[config.mk]
export PLATFORM = sky130hd
export DESIGN_NAME = periodic_task_tick_scheduler_top
export DESIGN_NICKNAME = d
export VERILOG_FILES = /design/src/hdl/pts_pkg.sv /design/src/hdl/pts_cfg_regs.sv /design/src/hdl/pts_task_alu.sv /design/src/hdl/pts_seq.sv /design/src/hdl/periodic_task_tick_scheduler_top.sv
export SDC_FILE = /design/constraint.sdc
export NUM_CORES = 1
export LEC_CHECK = 0
export BUFFER_PORTS_ARGS = -buffer_cell sky130_fd_sc_hd__buf_2
export CAP_MARGIN = 25
export CORE_MARGIN = 1
export CORE_UTILIZATION = 40
export DETAILED_ROUTE_END_ITERATION = 8
export PLACE_DENSITY = 0.54
export SETUP_SLACK_MARGIN = 0.5
export SLEW_MARGIN = 40
export SYNTH_ARGS = -nofsm -noshare
export SYNTH_HDL_FRONTEND = slang
export SYNTH_HIERARCHICAL = 1
export SYNTH_SLANG_ARGS = --single-unit
[constraint.sdc]
create_clock -name clk -period 6.95 [get_ports clk]
set_input_delay 0.3475 -clock clk [delete_from_list [all_inputs] [get_ports clk]]
set_output_delay 0.3475 -clock clk [all_outputs]
set_load 0.1 [all_outputs]
[src/hdl/pts_pkg.sv]
// ----------------------------------------------------------------------------
// pts_pkg
// Shared types and constants for the periodic task tick scheduler.
// ----------------------------------------------------------------------------
package pts_pkg;

	localparam int N_TASKS_DEF     = 4;
	localparam int NUM_PERIOD_REGS = 4;
	localparam int PREG_IDX_W      = 2;
	localparam int PERIOD_W        = 16;
	localparam int RUNS_W          = 32;
	localparam int ACT_W           = 3;
	localparam int CFG_IDX_W       = 3;
	localparam int CFG_DATA_W      = 16;
	localparam int MASK_W          = 4;
	localparam int COUNT_W         = 3;
	localparam int SEL_W           = 2;

	localparam logic [CFG_IDX_W-1:0] REG_ACTIVE = 3'd4;

	typedef enum logic {
		OP_TICK    = 1'b0,
		OP_RESTART = 1'b1
	} op_t;

	typedef enum logic [1:0] {
		S_IDLE,
		S_WALK,
		S_FLUSH
	} state_t;

	typedef struct packed {
		logic [PERIOD_W-1:0] countdown;
		logic [RUNS_W-1:0]   runs;
		logic                fired;
	} alu_res_t;

endpackage

[src/hdl/pts_cfg_regs.sv]
// ----------------------------------------------------------------------------
// pts_cfg_regs
// Period and active-count registers with a period lookup for one table entry.
// ----------------------------------------------------------------------------
module pts_cfg_regs #(
	parameter int N_TASKS = pts_pkg::N_TASKS_DEF,
	parameter int IDX_W   = (N_TASKS > 1) ? $clog2(N_TASKS) : 1
) (
	input  logic                            clk,
	input  logic                            arst_n,
	input  logic                            cfg_we,
	input  logic [pts_pkg::CFG_IDX_W-1:0]  cfg_index,
	input  logic [pts_pkg::CFG_DATA_W-1:0] cfg_data,
	input  logic [IDX_W-1:0]                rd_idx,
	output logic [pts_pkg::PERIOD_W-1:0]   period,
	output logic [pts_pkg::ACT_W-1:0]      active
);

	logic [pts_pkg::PERIOD_W-1:0] period_q [pts_pkg::NUM_PERIOD_REGS];
	logic [pts_pkg::ACT_W-1:0]    active_q;

	always_ff @(posedge clk or negedge arst_n) begin
		if (!arst_n) begin
			for (int i = 0; i < pts_pkg::NUM_PERIOD_REGS; i++) begin
				period_q[i] <= pts_pkg::PERIOD_W'(1);
			end
			active_q <= pts_pkg::ACT_W'(4);
		end else if (cfg_we) begin
			if (cfg_index < pts_pkg::CFG_IDX_W'(pts_pkg::NUM_PERIOD_REGS)) begin
				if (32'(cfg_index) < N_TASKS) begin
					period_q[cfg_index[pts_pkg::PREG_IDX_W-1:0]] <=
						cfg_data[pts_pkg::PERIOD_W-1:0];
				end
			end else if (cfg_index == pts_pkg::REG_ACTIVE) begin
				active_q <= cfg_data[pts_pkg::ACT_W-1:0];
			end
		end
	end

	// entries past the period registers reload with 1
	always_comb begin
		period = pts_pkg::PERIOD_W'(1);
		for (int i = 0; i < pts_pkg::NUM_PERIOD_REGS; i++) begin
			if (i < N_TASKS && 32'(rd_idx) == i) begin
				period = period_q[i];
			end
		end
	end

	assign active = active_q;

endmodule

[src/hdl/pts_task_alu.sv]
// ----------------------------------------------------------------------------
// pts_task_alu
// Shared per-entry unit: countdown decrement, zero test, reload, run count and restart.
// ----------------------------------------------------------------------------
module pts_task_alu (
	input  logic [pts_pkg::PERIOD_W-1:0] countdown,
	input  logic [pts_pkg::RUNS_W-1:0]   runs,
	input  logic [pts_pkg::PERIOD_W-1:0] period,
	input  pts_pkg::op_t                 op,
	input  logic                         entry_active,
	output pts_pkg::alu_res_t            res
);

	logic [pts_pkg::PERIOD_W-1:0] dec;

	assign dec = (countdown != '0) ? countdown - pts_pkg::PERIOD_W'(1) : '0;

	always_comb begin
		res.countdown = countdown;
		res.runs      = runs;
		res.fired     = 1'b0;
		if (op == pts_pkg::OP_RESTART) begin
			res.countdown = period;
			res.runs      = '0;
		end else if (entry_active) begin
			if (dec == '0) begin
				res.countdown = period;
				res.runs      = runs + pts_pkg::RUNS_W'(1);
				res.fired     = 1'b1;
			end else begin
				res.countdown = dec;
			end
		end
	end

endmodule

[src/hdl/pts_seq.sv]
// ----------------------------------------------------------------------------
// pts_seq
// Sequencer: walks the task table one entry per cycle through the shared unit
// and posts the result into the output register.
// ----------------------------------------------------------------------------
module pts_seq #(
	parameter int N_TASKS = pts_pkg::N_TASKS_DEF,
	parameter int IDX_W   = (N_TASKS > 1) ? $clog2(N_TASKS) : 1
) (
	input  logic                          clk,
	input  logic                          arst_n,
	input  logic                          in_valid,
	output logic                          in_stall,
	input  logic                          op,
	input  logic [pts_pkg::SEL_W-1:0]    task_select,
	output logic                          out_valid,
	input  logic                          out_stall,
	output logic [pts_pkg::COUNT_W-1:0]  fired_count,
	output logic [pts_pkg::MASK_W-1:0]   fired_mask,
	output logic [pts_pkg::RUNS_W-1:0]   selected_runs,
	output logic [IDX_W-1:0]              rd_idx,
	input  logic [pts_pkg::PERIOD_W-1:0] period,
	input  logic [pts_pkg::ACT_W-1:0]    active
);

	pts_pkg::state_t state_q, state_d;

	logic [pts_pkg::PERIOD_W-1:0] countdown_q [N_TASKS];
	logic [pts_pkg::RUNS_W-1:0]   runs_q      [N_TASKS];

	logic [IDX_W-1:0]             idx_q;
	pts_pkg::op_t                 op_q;
	logic [pts_pkg::SEL_W-1:0]    sel_q;
	logic [pts_pkg::MASK_W-1:0]   mask_q;
	logic [pts_pkg::COUNT_W-1:0]  count_q;
	logic [pts_pkg::RUNS_W-1:0]   sel_runs_q;

	logic                         out_valid_q;
	logic [pts_pkg::COUNT_W-1:0]  out_count_q;
	logic [pts_pkg::MASK_W-1:0]   out_mask_q;
	logic [pts_pkg::RUNS_W-1:0]   out_runs_q;

	logic              last;
	logic              out_free;
	logic              accept;
	logic              walk;
	logic              load_out;
	logic              entry_active;
	pts_pkg::alu_res_t res;

	assign last         = (32'(idx_q) == N_TASKS - 1);
	assign out_free     = !out_valid_q || !out_stall;
	assign accept       = in_valid && !in_stall;
	assign entry_active = (32'(idx_q) < 32'(active));
	assign rd_idx       = idx_q;

	pts_task_alu u_alu (
		.countdown    (countdown_q[idx_q]),
		.runs         (runs_q[idx_q]),
		.period       (period),
		.op           (op_q),
		.entry_active (entry_active),
		.res          (res)
	);

	always_comb begin
		state_d = state_q;
		unique case (state_q)
			pts_pkg::S_IDLE:  if (in_valid) state_d = pts_pkg::S_WALK;
			pts_pkg::S_WALK:  if (last) state_d = pts_pkg::S_FLUSH;
			pts_pkg::S_FLUSH: if (out_free) state_d = pts_pkg::S_IDLE;
			default:          state_d = pts_pkg::S_IDLE;
		endcase
	end

	always_comb begin
		in_stall = 1'b1;
		walk     = 1'b0;
		load_out = 1'b0;
		unique case (state_q)
			pts_pkg::S_IDLE:  in_stall = 1'b0;
			pts_pkg::S_WALK:  walk = 1'b1;
			pts_pkg::S_FLUSH: load_out = out_free;
			default:          in_stall = 1'b1;
		endcase
	end

	always_ff @(posedge clk or negedge arst_n) begin
		if (!arst_n) begin
			state_q <= pts_pkg::S_IDLE;
		end else begin
			state_q <= state_d;
		end
	end

	// task table walk
	always_ff @(posedge clk or negedge arst_n) begin
		if (!arst_n) begin
			for (int i = 0; i < N_TASKS; i++) begin
				countdown_q[i] <= '0;
				runs_q[i]      <= '0;
			end
			idx_q <= '0;
		end else if (accept) begin
			idx_q <= '0;
		end else if (walk) begin
			countdown_q[idx_q] <= res.countdown;
			runs_q[idx_q]      <= res.runs;
			idx_q              <= idx_q + IDX_W'(1);
		end
	end

	always_ff @(posedge clk) begin
		if (accept) begin
			op_q       <= pts_pkg::op_t'(op);
			sel_q      <= task_select;
			mask_q     <= '0;
			count_q    <= '0;
			sel_runs_q <= '0;
		end else if (walk) begin
			if (res.fired) begin
				count_q <= count_q + pts_pkg::COUNT_W'(1);
			end
			for (int j = 0; j < pts_pkg::MASK_W; j++) begin
				if (res.fired && 32'(idx_q) == j) begin
					mask_q[j] <= 1'b1;
				end
			end
			if (32'(sel_q) == 32'(idx_q)) begin
				sel_runs_q <= res.runs;
			end
		end
	end

	// output register
	always_ff @(posedge clk or negedge arst_n) begin
		if (!arst_n) begin
			out_valid_q <= 1'b0;
		end else if (load_out) begin
			out_valid_q <= 1'b1;
		end else if (!out_stall) begin
			out_valid_q <= 1'b0;
		end
	end

	always_ff @(posedge clk) begin
		if (load_out) begin
			out_count_q <= count_q;
			out_mask_q  <= mask_q;
			out_runs_q  <= sel_runs_q;
		end
	end

	assign out_valid     = out_valid_q;
	assign fired_count   = out_count_q;
	assign fired_mask    = out_mask_q;
	assign selected_runs = out_runs_q;

endmodule

[src/hdl/periodic_task_tick_scheduler_top.sv]
// ----------------------------------------------------------------------------
// periodic_task_tick_scheduler_top
// Table of periodic tasks with reload periods, countdowns and run counters.
// ----------------------------------------------------------------------------
// Each transfer on the input side is a tick or a restart. The block walks its
// N_TASKS table entries one per cycle through a single shared countdown and
// run-count unit, then posts the result into the output register. A new item
// is taken only after the post: the idle state takes the transfer, then come
// the walk and the post. The input stalls for the walk and the post; a posted
// result waits in the output register while the next item is taken in, and a
// walk that finishes while that result is still stalled holds in its post
// step until the register frees. Configuration writes are to be made only
// while the block is idle; the block itself does not enforce this.
module periodic_task_tick_scheduler_top #(
	parameter int N_TASKS = pts_pkg::N_TASKS_DEF
) (
	input  logic                            clk,
	input  logic                            arst_n,
	input  logic                            cfg_we,
	input  logic [pts_pkg::CFG_IDX_W-1:0]  cfg_index,
	input  logic [pts_pkg::CFG_DATA_W-1:0] cfg_data,
	input  logic                            in_valid,
	output logic                            in_stall,
	input  logic                            op,
	input  logic [pts_pkg::SEL_W-1:0]      task_select,
	output logic                            out_valid,
	input  logic                            out_stall,
	output logic [pts_pkg::COUNT_W-1:0]    fired_count,
	output logic [pts_pkg::MASK_W-1:0]     fired_mask,
	output logic [pts_pkg::RUNS_W-1:0]     selected_runs
);

	localparam int IDX_W = (N_TASKS > 1) ? $clog2(N_TASKS) : 1;

	logic [IDX_W-1:0]             rd_idx;
	logic [pts_pkg::PERIOD_W-1:0] period;
	logic [pts_pkg::ACT_W-1:0]    active;

	pts_cfg_regs #(
		.N_TASKS (N_TASKS),
		.IDX_W   (IDX_W)
	) u_cfg (
		.clk       (clk),
		.arst_n    (arst_n),
		.cfg_we    (cfg_we),
		.cfg_index (cfg_index),
		.cfg_data  (cfg_data),
		.rd_idx    (rd_idx),
		.period    (period),
		.active    (active)
	);

	pts_seq #(
		.N_TASKS (N_TASKS),
		.IDX_W   (IDX_W)
	) u_seq (
		.clk           (clk),
		.arst_n        (arst_n),
		.in_valid      (in_valid),
		.in_stall      (in_stall),
		.op            (op),
		.task_select   (task_select),
		.out_valid     (out_valid),
		.out_stall     (out_stall),
		.fired_count   (fired_count),
		.fired_mask    (fired_mask),
		.selected_runs (selected_runs),
		.rd_idx        (rd_idx),
		.period        (period),
		.active        (active)
	);

	a_busy_after_transfer: assert property (@(posedge clk) disable iff (!arst_n)
		in_valid && !in_stall |=> in_stall)
		else $error("input taken while a walk is starting");

	a_count_matches_mask: assert property (@(posedge clk) disable iff (!arst_n)
		out_valid && (N_TASKS <= pts_pkg::MASK_W) |->
			pts_pkg::COUNT_W'($countones(fired_mask)) == fired_count)
		else $error("fired count disagrees with fired mask");

	a_no_result_while_idle_input: assert property (@(posedge clk) disable iff (!arst_n)
		!out_valid && !in_stall |=> !out_valid)
		else $error("result appeared without a walk");

endmodule
==> Flow_metrics.wiki, run 1 <==
{| class="wikitable"
! Metric !! Value
|-
| Latest clock arrival within the worst-skew pair || 0.53 ns
|-
| Pin count of the biggest net entering global routing || 98
|-
| PnR Total Power || 7.67 mW
|-
| Fill cells || 3555
|-
| Final Slew Violations || 0
|-
| Total leakage power || 8.00 nW
|-
| Max Clock Skew || 0.0150 ns
|-
| Die Area || 41800 sq um
|-
| Worst min-delay path category || in -> reg
|-
| Antenna cell count || 0
|-
| Number of enable-type register cells in the synthesized netlist || 42
|-
| Htree depth || 2
|-
| Count of different cell masters after synthesis || 74
|-
| Number of sinks on the clock net || 345
|-
| Internal reg-to-reg setup slack || 1.77 ns
|-
| Number of antenna violations at the first check in global routing || 1
|-
| Antenna Nets Post-Route || 0
|-
| Area growth from synthesis to layout || 13.3%
|-
| Clock tree buffer depth || 3
|-
| Type of the worst setup path || reg -> reg
|-
| Final critical delay including setup and external delays || 5.18 ns
|-
| Net total in the final layout || 1282
|-
| Total CTS buffers || 39
|-
| Prevailing post-synth register cell || dfrtp_1
|-
| Final WL || 37800 um
|-
| Root buffer selected by CTS || clkbuf_16
|-
| Ys async rst share || 0.765
|-
| Ports placed on the boundary || 68
|-
| Average cell area after synthesis || 13.6 sq um
|-
| Result of the run || completed
|-
| Sequential-to-total area share from yosys stat || 0.527
|-
| Max-slew headroom || 0.435
|-
| Cell Pwr Density || 413 nW/um^2
|-
| Signal arrival time at the worst endpoint || 5.64 ns
|-
| Top delay family on crit path || simple AND/OR/NAND/NOR gates
|-
| First-pass iteration count of the detailed router || 5
|-
| Delay of the slowest critical-path stage || 0.78 ns
|-
| Critical Path Slowest Stage Cell || dfrtp_4
|-
| Slew at the pin with the worst max-slew slack || 0.847 ns
|-
| # rows || 73
|-
| Yosys warning count || 6
|-
| Tcrit/Tclk final || 0.745
|-
| Post-synthesis cell area || 16400 sq um
|-
| First-pass GRT wire length || 61200 um
|-
| Crit path buf inv count || 1
|-
| Register bit total from synthesis || 345
|-
| Worst supply voltage drop on vdd || 0.253 mV
|-
| Setup repair after global routing missed its margin || false
|-
| Worst EP required || 7.41 ns
|-
| Starting Density || 0.409
|-
| DRC violation total after the first TritonRoute iteration || 569
|-
| Register clock-pin slew on the reported worst setup and hold paths || 0.06 ns
|-
| Global-route usage over all layers || 0.187
|-
| Startpoint type of the worst setup path || flop
|-
| Via count of the first global-routing pass || 10700
|-
| Setup Total Neg Slack || 0 ns
|-
| Die extent in y || 205 um
|-
| DIE WIDTH || 205 um
|-
| Mapped Nets || 1243
|-
| Number of remaining DRC errors || 0
|-
| TritonCTS clock tree || built
|-
| HPWL reported at the end of detailed placement || 22700 um
|-
| Gp weighted congestion || 0.802
|-
| Worst setup EP type || flop
|-
| Post-cts resize count || 0
|-
| Ratio of routed vias to standard cells || 5.73
|-
| Number of vias after detailed routing || 10300
|-
| Most common cell after layout, fill and taps aside || dfrtp_1
|-
| Maximum operating frequency || 193 MHz
|-
| Maximum net fanout on the critical path || 29
|-
| Instance count of the mapped netlist || 1208
|-
| Final count of negative-setup-slack endpoints || 0
|-
| Most frequent cells in the layout || dfrtp_1 (257), mux2_2 (241), buf_2 (66)
|-
| Cell-by-cell listing of the critical path || mux4_2, inv_1, ha_1, nor4b_1, nand2_1, nor3_1, a31oi_2, a211o_1, or4_1, a21oi_1, mux2_2
|-
| CORE AREA || 40100 sq um
|-
| Final hold vios || 0
|-
| Input/output buffers || 67
|-
| Maximum Capacitance Violations || 0
|-
| Layout cell share with drive strength beyond 1 || 0.403
|-
| Overall overflow remaining after global route || 0
|-
| DR WL/cell || 21.0 um
|}
-- cell usage after synthesis, drive strengths merged, types with 5 or more instances --
cell	n	area (sq um)
a21o	8	60.1
a21oi	40	200
a22o	6	52.6
a31o	5	43.8
a31oi	5	31.3
buf	49	337
clkbuf	42	158
dfrtp	259	6480
dfstp	5	131
dfxtp	39	781
edfxtp	42	1260
ha	8	100
inv	17	63.8
mux2	261	3010
mux4	64	1440
nand2	66	253
nand2b	5	31.3
nand3	14	70.1
nand4	40	250
nor2	41	154
nor3	9	45.0
o21ai	27	135
o311ai	32	280
o31ai	14	105
or3	14	92.6
or4	16	124
xnor2	7	61.3
-- cells by family (layout without fill, tap and decap cells) --
| kind of cell | Yosys count | after routing | synth area share |
|---|---|---|---|
| buf+inv | 108 | 176 | 0.0340 |
| fa+ha+maj | 8 | 8 | 0.00610 |
| simple gates | 237 | 237 | 0.0798 |
| xor+xnor | 11 | 11 | 0.00587 |
| mux | 325 | 325 | 0.272 |
| flops | 345 | 345 | 0.527 |
| compound gates | 174 | 174 | 0.0753 |
-- where the power goes --
part	switching, mW	internal, mW	leakage [nW]
Sequential	0.229	2.35	4.16
Clock	0.816	1.34	0.663
Combinational	1.79	1.14	3.18
Total	2.84	4.83	8.00
-- final timing paths --
check | start | end | cells past startpoint
max in group asynchronous | arst_n | u_seq/runs_q[118] | 4
worst max-delay path | u_seq/rd_idx[0] | u_seq/runs_q[117] | 11
worst min register to register | u_seq/sel_runs_q[18] | u_seq/selected_runs[18] | 0
min in group asynchronous | arst_n | u_cfg/period_q[17] | 2
worst max register to register | u_seq/rd_idx[0] | u_seq/runs_q[117] | 11
worst min-delay path | task_select[0] | u_seq/sel_q[0] | 1
-- sequential cells by signal, summed over array words and instances, names as in the netlist --
name,flops
u_seq/runs_q,128
u_cfg/period_q,64
u_seq/countdown_q,64
u_seq/sel_runs_q,32
u_seq/selected_runs,32
u_seq/fired_mask,4
u_seq/mask_q,4
u_cfg/active,3
u_seq/count_q,3
u_seq/fired_count,3
u_seq/rd_idx,2
u_seq/sel_q,2
u_seq/state_q,2
u_seq/op_q,1
u_seq/out_valid,1
-- per-stage QoR --
| stage | instances | cell area (sq um) | hold WS, ns | setup slack (ns) | utilization |
|---|---|---|---|---|---|
| 2_1_floorplan | 1208 | 16400 | 0.0519 | 2.45 | - |
| 3_3_place_gp | 1726 | 17100 | 0.408 | 1.84 | 0.427 |
| 3_5_place_dp | 1728 | 17200 | 0.251 | 1.70 | 0.429 |
| 4_1_cts | 1801 | 18600 | 0.00412 | 1.69 | 0.463 |
| 5_1_grt | 1801 | 18600 | 0.0153 | 1.29 | 0.464 |
| 6_report | 1801 | 18600 | 0.0256 | 1.77 | 0.464 |
-- per-layer routing --
| layer | vias up | wire [um] | global-route usage | share of wire |
|---|---|---|---|---|
| met4 | 0 | 782 | 0.0549 | 0.021 |
| met1 | 5339 | 17700 | 0.258 | 0.47 |
| met3 | 54 | 1430 | 0.0301 | 0.038 |
| met5 | - | 0 | 0 | 0 |
| li1 | 4716 | - | - | - |
| met2 | 203 | 17900 | 0.303 | 0.47 |
-- final cells by class --
| class | count | area (sq um) | area share |
|---|---|---|---|
| repair buffers | 89 | 571 | 0.0307 |
| clock inverters | 12 | 201 | 0.0108 |
| flip-flops and latches | 345 | 8660 | 0.466 |
| inverters | 17 | 63.8 | 0.00343 |
| multi-input cells | 755 | 7290 | 0.392 |
| well taps | 525 | 657 | 0.0353 |
| clock buffers | 58 | 1160 | 0.0622 |
-- repair_timing --
| action | in CTS | in global routing |
|---|---|---|
| hold buffers | 3 | 0 |
| setup buffers | 0 | 0 |
| endpoints found under the hold margin | 37 | 0 |
No activity file was read; power rests on OpenSTA's default activity.
==> run 2, diff against run 1 <==
--- a/config.mk
+++ b/config.mk
@@ -10,7 +10,7 @@
 export CORE_MARGIN = 1
 export CORE_UTILIZATION = 40
 export DETAILED_ROUTE_END_ITERATION = 8
-export PLACE_DENSITY = 0.54
+export PLACE_DENSITY = 0.56
 export SETUP_SLACK_MARGIN = 0.5
 export SLEW_MARGIN = 40
 export SYNTH_ARGS = -nofsm -noshare
==> constraint.sdc (replaced) <==
create_clock -name clk -period 4.5 [get_ports clk]
set_input_delay 0.225 -clock clk [delete_from_list [all_inputs] [get_ports clk]]
set_output_delay 0.225 -clock clk [all_outputs]
set_load 0.1 [all_outputs]
==> run 2 against run 1 <==
Net effect: maximum frequency grew 30%; non-clock buffer count up 68; critical path depth grew 1; final area increased by 5.1%; power is 63% higher; first-iteration DRC count increased by 13%; register-to-register slack got worse by 1.3 ns; setup slack got worse by 1.3 ns; largest power group unchanged.
==> Flow_metrics.wiki, run 2 (same netlist as run 1, synthesis figures left out) <==
{| class="wikitable"
! Metric !! Value
|-
| Setup Total Neg Slack || 0 ns
|-
| # rows || 73
|-
| Worst setup EP type || flop
|-
| Type of the worst setup path || reg -> reg
|-
| Final standard cell utilization of the core || 0.488
|-
| Most common cell after layout, fill and taps aside || dfrtp_1
|-
| Crit path buf inv count || 3
|-
| Worst min-delay path category || in -> reg
|-
| Ports placed on the boundary || 68
|-
| TritonCTS clock tree || built
|-
| DR WL/cell || 20.6 um
|-
| Number of cells on the worst hold path || 4
|-
| Final Slew Violations || 0
|-
| Multi-input gate area || 7600 sq um
|-
| Gp weighted congestion || 0.841
|-
| Signal arrival time at the worst endpoint || 4.46 ns
|-
| Ratio of routed vias to standard cells || 5.68
|-
| CORE AREA || 40100 sq um
|-
| Largest registers || u_seq/runs_q x128, u_cfg/period_q x64, u_seq/countdown_q x64
|-
| Final WL || 38600 um
|-
| Number of antenna violations at the first check in global routing || 0
|-
| Fill cells || 3528
|-
| Starting Density || 0.409
|-
| DIE WIDTH || 205 um
|-
| Final hold vios || 0
|-
| Instance count on the critical path || 12
|-
| PnR Total Power || 12.5 mW
|-
| Slew at the pin with the worst max-slew slack || 0.825 ns
|-
| Top delay family on crit path || simple AND/OR/NAND/NOR gates
|-
| Number of remaining DRC errors || 0
|-
| Pin count of the biggest net entering global routing || 110
|-
| Startpoint type of the worst setup path || flop
|-
| First-pass iteration count of the detailed router || 5
|-
| Die Area || 41800 sq um
|-
| DRC violation total after the first TritonRoute iteration || 645
|-
| Finished Cell Area || 19600 sq um
|-
| Antenna Nets Post-Route || 0
|-
| Result of the run || completed
|-
| Max Clock Skew || 0.0264 ns
|-
| First-pass GRT wire length || 61000 um
|-
| Input/output buffers || 67
|-
| Register clock-pin slew on the reported worst setup and hold paths || 0.06 ns
|-
| Placed instance count || 1756
|-
| Area of placed instances || 17500 sq um
|-
| Antenna cell count || 0
|-
| Maximum net fanout on the critical path || 11
|-
| Critical Path Slowest Stage Cell || dfrtp_4
|-
| Slack of the critical path || 0.516 ns
|-
| HPWL reported at the end of detailed placement || 23500 um
|-
| Root buffer selected by CTS || clkbuf_16
|-
| Number of flip-flops in the largest register || 128
|-
| Layout cell share with drive strength beyond 1 || 0.453
|-
| Via count of the first global-routing pass || 10700
|-
| Cell Pwr Density || 641 nW/um^2
|-
| Max-slew headroom || 0.450
|-
| Setup repair after global routing missed its margin || true
|-
| Non-filler instance count after layout || 1871
|-
| Net total in the final layout || 1351
|-
| Maximum operating frequency || 251 MHz
|-
| Placement-stage worst setup slack || 0.105 ns
|-
| Clock tree buffer depth || 3
|-
| Worst EP required || 4.97 ns
|-
| Final critical delay including setup and external delays || 3.98 ns
|-
| Number of vias after detailed routing || 10600
|-
| Cell-by-cell listing of the critical path || buf_4, buf_12, mux4_2, or4_4, or3_4, a211o_1, or3_4, a211oi_4, buf_12, nand4_1, a21oi_1, mux2_2
|-
| Total leakage power || 8.41 nW
|-
| Delay of the slowest critical-path stage || 0.49 ns
|-
| Die extent in y || 205 um
|-
| Reg2Reg Depth || 12
|-
| Storage element area || 8660 sq um
|-
| Top register by number of flip-flops || u_seq/runs_q
|-
| Total CTS buffers || 40
|-
| Worst supply voltage drop on vdd || 0.332 mV
|-
| Maximum Capacitance Violations || 0
|-
| Area growth from synthesis to layout || 19.2%
|-
| Tcrit/Tclk final || 0.885
|-
| Number of sinks on the clock net || 345
|-
| Worst hold slack || 0.0437 ns
|-
| Overall overflow remaining after global route || 0
|-
| Latest clock arrival within the worst-skew pair || 0.54 ns
|-
| Most frequent cells in the layout || dfrtp_1 (257), mux2_2 (233), buf_2 (66)
|-
| Global-route usage over all layers || 0.186
|-
| Htree depth || 2
|-
| Final count of negative-setup-slack endpoints || 0
|}
run 2: cell types whose count changed in the layout (fill, tap and decap cells not counted), moves of 12 or more:
cell,before,now
buf_4,16,57
a21oi_1,39,21
dlygate4sd3_1,3,21
a21oi_2,0,12
run 2: per-layer routing:
metal	wire [um]	up-vias	GRT usage
met5	0	-	0
met4	794	0	0.0522
met3	1520	59	0.0329
met2	18400	219	0.301
met1	17900	5521	0.257
li1	-	4830	-
run 2: worst register-to-register path, cell delays in order, from the launching register on:
cell and delay (ns):
dfrtp_4 0.49, buf_4 0.15, buf_12 0.15, mux4_2 0.45, or4_4 0.47, or3_4 0.37
a211o_1 0.34, or3_4 0.43, a211oi_4 0.22, buf_12 0.17, nand4_1 0.11, a21oi_1 0.38
mux2_2 0.23
run 2: final cells by class:
cell class                      count  area share
Clock buffer                       53      0.0562
Sequential cell                   345       0.443
Timing Repair Buffer              157      0.0615
Inverter                           17     0.00326
Tap cell                          525      0.0336
Multi-Input combinational cell    755       0.389
Clock inverter                     19      0.0137
run 2: worst paths after layout:
| check | slack, ns | end | startpoint |
|---|---|---|---|
| setup / recovery | 0.52 | u_seq/runs_q[30] | u_seq/rd_idx[0] |
| hold / removal | 0.04 | u_seq/mask_q[3] | in_valid |
| setup reg to reg | 0.52 | u_seq/runs_q[30] | u_seq/rd_idx[0] |
| hold reg to reg | 0.42 | u_seq/selected_runs[15] | u_seq/sel_runs_q[15] |
| max in group asynchronous | 2.97 | u_seq/countdown_q[20] | arst_n |
| min in group asynchronous | 0.19 | u_cfg/period_q[1] | arst_n |
run 2: timing repair:
| action | in CTS | in global routing |
|---|---|---|
| pin swaps | 4 | 6 |
| setup endpoints to repair | 216 | 196 |
| hold buffers | 21 | 0 |
| setup buffers | 5 | 17 |
| hold endpoints to repair | 169 | 0 |
| gates resized for setup | 17 | 45 |
run 2: power by group:
part / switching [mW] / internal (mW) / leakage, nW
clock: 1.30 / 2.07 / 0.658
sequential: 0.273 / 3.64 / 4.16
combinational: 3.07 / 2.19 / 3.59
==> run 3, diff against run 2 <==
--- a/config.mk
+++ b/config.mk
@@ -5,6 +5,7 @@
 export SDC_FILE = /design/constraint.sdc
 export NUM_CORES = 1
 export LEC_CHECK = 0
+export ABC_AREA = 1
 export BUFFER_PORTS_ARGS = -buffer_cell sky130_fd_sc_hd__buf_2
 export CAP_MARGIN = 25
 export CORE_MARGIN = 1
==> run 3 against run 2 <==
Net effect: largest cell class unchanged; sequential cell count unchanged; sequential share of layout area decreased by 0.095 points; first-iteration DRC count increased by 81%; critical endpoint is now u_seq/sel_runs_q[0]; maximum frequency increased by 5.7%; via count increased by 39%; critical path type unchanged; combinational power increased by 46%; critical path depth increased by 9; clock-buffer cell count decreased by 1; register-to-register slack improved by 0.22 ns; sequential power increased by 19%; final area increased by 0.19%; highest routed layer unchanged; power increased by 25%.
==> Flow_metrics.wiki, run 3 <==
{| class="wikitable"
! Metric !! Value
|-
| Result of the run || completed
|-
| Number of flip-flops in the largest register || 128
|-
| HPWL reported at the end of detailed placement || 29300 um
|-
| XOR/XNOR share of the synthesized area || 0.00360
|-
| Sequential-to-total area share from yosys stat || 0.508
|-
| Htree depth || 2
|-
| Cell taking the most area after synthesis || dfrtp_1
|-
| Max Clock Skew || 0.0240 ns
|-
| Instance count of the mapped netlist || 2182
|-
| Total CTS buffers || 40
|-
| Prevailing post-synth register cell || dfrtp_1
|-
| Setup repair after global routing missed its margin || true
|-
| Worst setup EP type || flop
|-
| Placement-stage worst setup slack || 0.390 ns
|-
| Ratio of routed vias to standard cells || 5.27
|-
| Count of different cell masters after synthesis || 40
|-
| Input/output buffers || 67
|-
| Met3 track demand over resource in global routing || 0.0284
|-
| Final hold vios || 0
|-
| Synth Area in Simple Gates || 0.261
|-
| DIE WIDTH || 208 um
|-
| Startpoint type of the worst setup path || flop
|-
| Type of the worst setup path || reg -> reg
|-
| Antenna cell count || 0
|-
| Hold Startpoint || cfg_data[5]
|-
| Worst setup path startpoint || u_seq/rd_idx[0]
|-
| Worst supply voltage drop on vdd || 0.323 mV
|-
| First-pass GRT wire length || 76900 um
|-
| Net total in the final layout || 2261
|-
| Final count of negative-setup-slack endpoints || 0
|-
| First-pass iteration count of the detailed router || 6
|-
| Yosys warning count || 6
|-
| Post-synthesis cell area || 17000 sq um
|-
| Most common cell after layout, fill and taps aside || nand2_1
|-
| DR WL/cell || 17.1 um
|-
| Tcrit/Tclk final || 0.837
|-
| Number of remaining DRC errors || 0
|-
| Register clock-pin slew on the reported worst setup and hold paths || 0.06 ns
|-
| Fraction of synthesized cell area taken by the top area cell type || 0.380
|-
| Fraction of the mapped netlist area in adder cells || 0.00587
|-
| Final Slew Violations || 0
|-
| Signal arrival time at the worst endpoint || 4.23 ns
|-
| Via count of the first global-routing pass || 14200
|-
| Number of antenna violations at the first check in global routing || 0
|-
| Slack of the critical path || 0.732 ns
|-
| Global-route usage over all layers || 0.222
|-
| Largest family of logic cells by synthesized area || simple AND/OR/NAND/NOR gates
|-
| Maximum Capacitance Violations || 0
|-
| Startpoint of the lowest-slack register-to-register path || u_seq/rd_idx[0]
|-
| Die Area || 43400 sq um
|-
| Die extent in y || 208 um
|-
| Final WL || 47700 um
|-
| Mapped Nets || 2217
|-
| Busiest metal layer after global routing || met2
|-
| Met1 usage in global routing || 0.316
|-
| Synth top area cells || dfrtp_1 (38%), nand2_1 (13%), o21ai_0 (10%)
|-
| Internal reg-to-reg setup slack || 0.73 ns
|-
| Pin count of the biggest net entering global routing || 104
|-
| TritonCTS clock tree || built
|-
| Maximum operating frequency || 265 MHz
|-
| Overall overflow remaining after global route || 0
|-
| Worst min-delay path category || in -> reg
|-
| Number of vias after detailed routing || 14700
|-
| Largest registers || u_seq/runs_q x128, u_cfg/period_q x64, u_seq/countdown_q x64
|-
| Final critical delay including setup and external delays || 3.77 ns
|-
| Clock tree buffer depth || 3
|-
| Most frequent cells in the layout || nand2_1 (583), o21ai_0 (344), nor2_1 (259)
|-
| Top register by number of flip-flops || u_seq/runs_q
|-
| Maximum net fanout on the critical path || 38
|-
| Slew at the pin with the worst max-slew slack || 0.772 ns
|-
| Number of enable-type register cells in the synthesized netlist || 42
|-
| Latest clock arrival within the worst-skew pair || 0.57 ns
|-
| Gp weighted congestion || 0.906
|-
| Mux cell area share after synthesis || 0
|-
| DRC violation total after the first TritonRoute iteration || 1165
|-
| Most numerous cell in the Yosys netlist || nand2_1
|-
| Ys async rst share || 0.765
|-
| CORE AREA || 41900 sq um
|-
| Area growth from synthesis to layout || 14.9%
|-
| Antenna Nets Post-Route || 0
|-
| Compound-cell area share of the yosys netlist || 0.142
|-
| Average cell area after synthesis || 7.81 sq um
|-
| Setup Total Neg Slack || 0 ns
|-
| Starting Density || 0.406
|-
| Most instantiated cells after synthesis || nand2_1 (587), o21ai_0 (347), nor2_1 (263), dfrtp_1 (259), inv_1 (161)
|-
| Met2 usage || 0.349
|-
| # rows || 75
|-
| Ports placed on the boundary || 68
|-
| Register bit total from synthesis || 345
|-
| Number of sinks on the clock net || 345
|-
| Total leakage power || 8.96 nW
|-
| Max-slew headroom || 0.485
|-
| Layout cell share with drive strength beyond 1 || 0.108
|-
| Root buffer selected by CTS || clkbuf_16
|-
| Worst EP required || 4.96 ns
|-
| Cell Pwr Density || 801 nW/um^2
|}
[run 3: kinds of logic (layout without fill, tap and decap cells)]
| logic type | count (synthesis) | in the layout |
|---|---|---|
| adder cells (fa/ha/maj) | 8 | 8 |
| AO/OA/AOI/OAI | 464 | 464 |
| XOR/XNOR | 7 | 7 |
| flip-flops | 345 | 345 |
| AND/OR/NAND/NOR | 1056 | 1056 |
| buffers and inverters | 302 | 378 |
[run 3: critical path, stage by stage (launching register included)]
cell     delay (ns)
dfrtp_4        0.54
buf_16         0.20
o21ai_0        0.19
o22ai_1        0.13
buf_4          0.17
nor2_1         0.15
nand2_1        0.13
nor2_4         0.24
nand2_8        0.15
nand3_1        0.16
nand2_1        0.10
nor2_4         0.19
nand2_1        0.11
nor2_4         0.24
nand2_2        0.14
nand2_4        0.18
nand2_1        0.11
o21a_1         0.12
inv_1          0.12
nand4_1        0.11
nand2_1        0.09
nor2_1         0.04
[run 3: final cells by class]
type                            count  area, sq um
Tap cell                          539          674
Multi-Input combinational cell   1535         7170
Timing Repair Buffer              135         1070
Inverter                          169          642
Clock inverter                     22          253
Sequential cell                   345         8660
Clock buffer                       52         1120
Fill cell                        4200        22400
[run 3: per-layer routing]
layer	vias up	share of wire	wire, um
met5	-	0	0
met4	0	0.023	1080
met3	71	0.051	2440
met2	400	0.44	21100
met1	7005	0.48	23000
li1	7261	-	-
[run 3: power by group]
part           switching, mW  internal [mW]
Sequential             0.492           4.16
Clock                   1.33           2.05
Combinational           5.47           2.20
Total                   7.29           8.41
[run 3: timing repair]
action	in CTS	in global routing
endpoints found under the setup margin	72	227
hold buffers	21	0
pin swaps	1	3
gates resized for setup	3	31
gates cloned	0	2
buffers inserted	1	1
hold endpoints to repair	174	0
[run 3: per-stage QoR]
stage / hold WS [ns] / std cells / power, mW / instance area, sq um / util
after floorplan: -0.0706 / 2182 / 10.0 / 17000 / -
after global routing: 0.0410 / 2797 / 16.9 / 19600 / 0.467
after CTS: 0.00619 / 2794 / 15.6 / 19400 / 0.463
after detailed placement: 0.144 / 2698 / 12.1 / 17800 / 0.425
after global placement: 0.365 / 2695 / 12.0 / 17700 / 0.422
final: 0.0272 / 2797 / 15.7 / 19600 / 0.467
[run 3: worst paths after layout]
check / cells past startpoint / end
setup / recovery: 21 / u_seq/sel_runs_q[0]
hold / removal: 3 / u_cfg/period_q[37]
setup reg to reg: 21 / u_seq/sel_runs_q[0]
hold reg to reg: 0 / u_seq/selected_runs[16]
max in group asynchronous: 3 / u_seq/runs_q[72]
min in group asynchronous: 2 / u_seq/state_q[0]
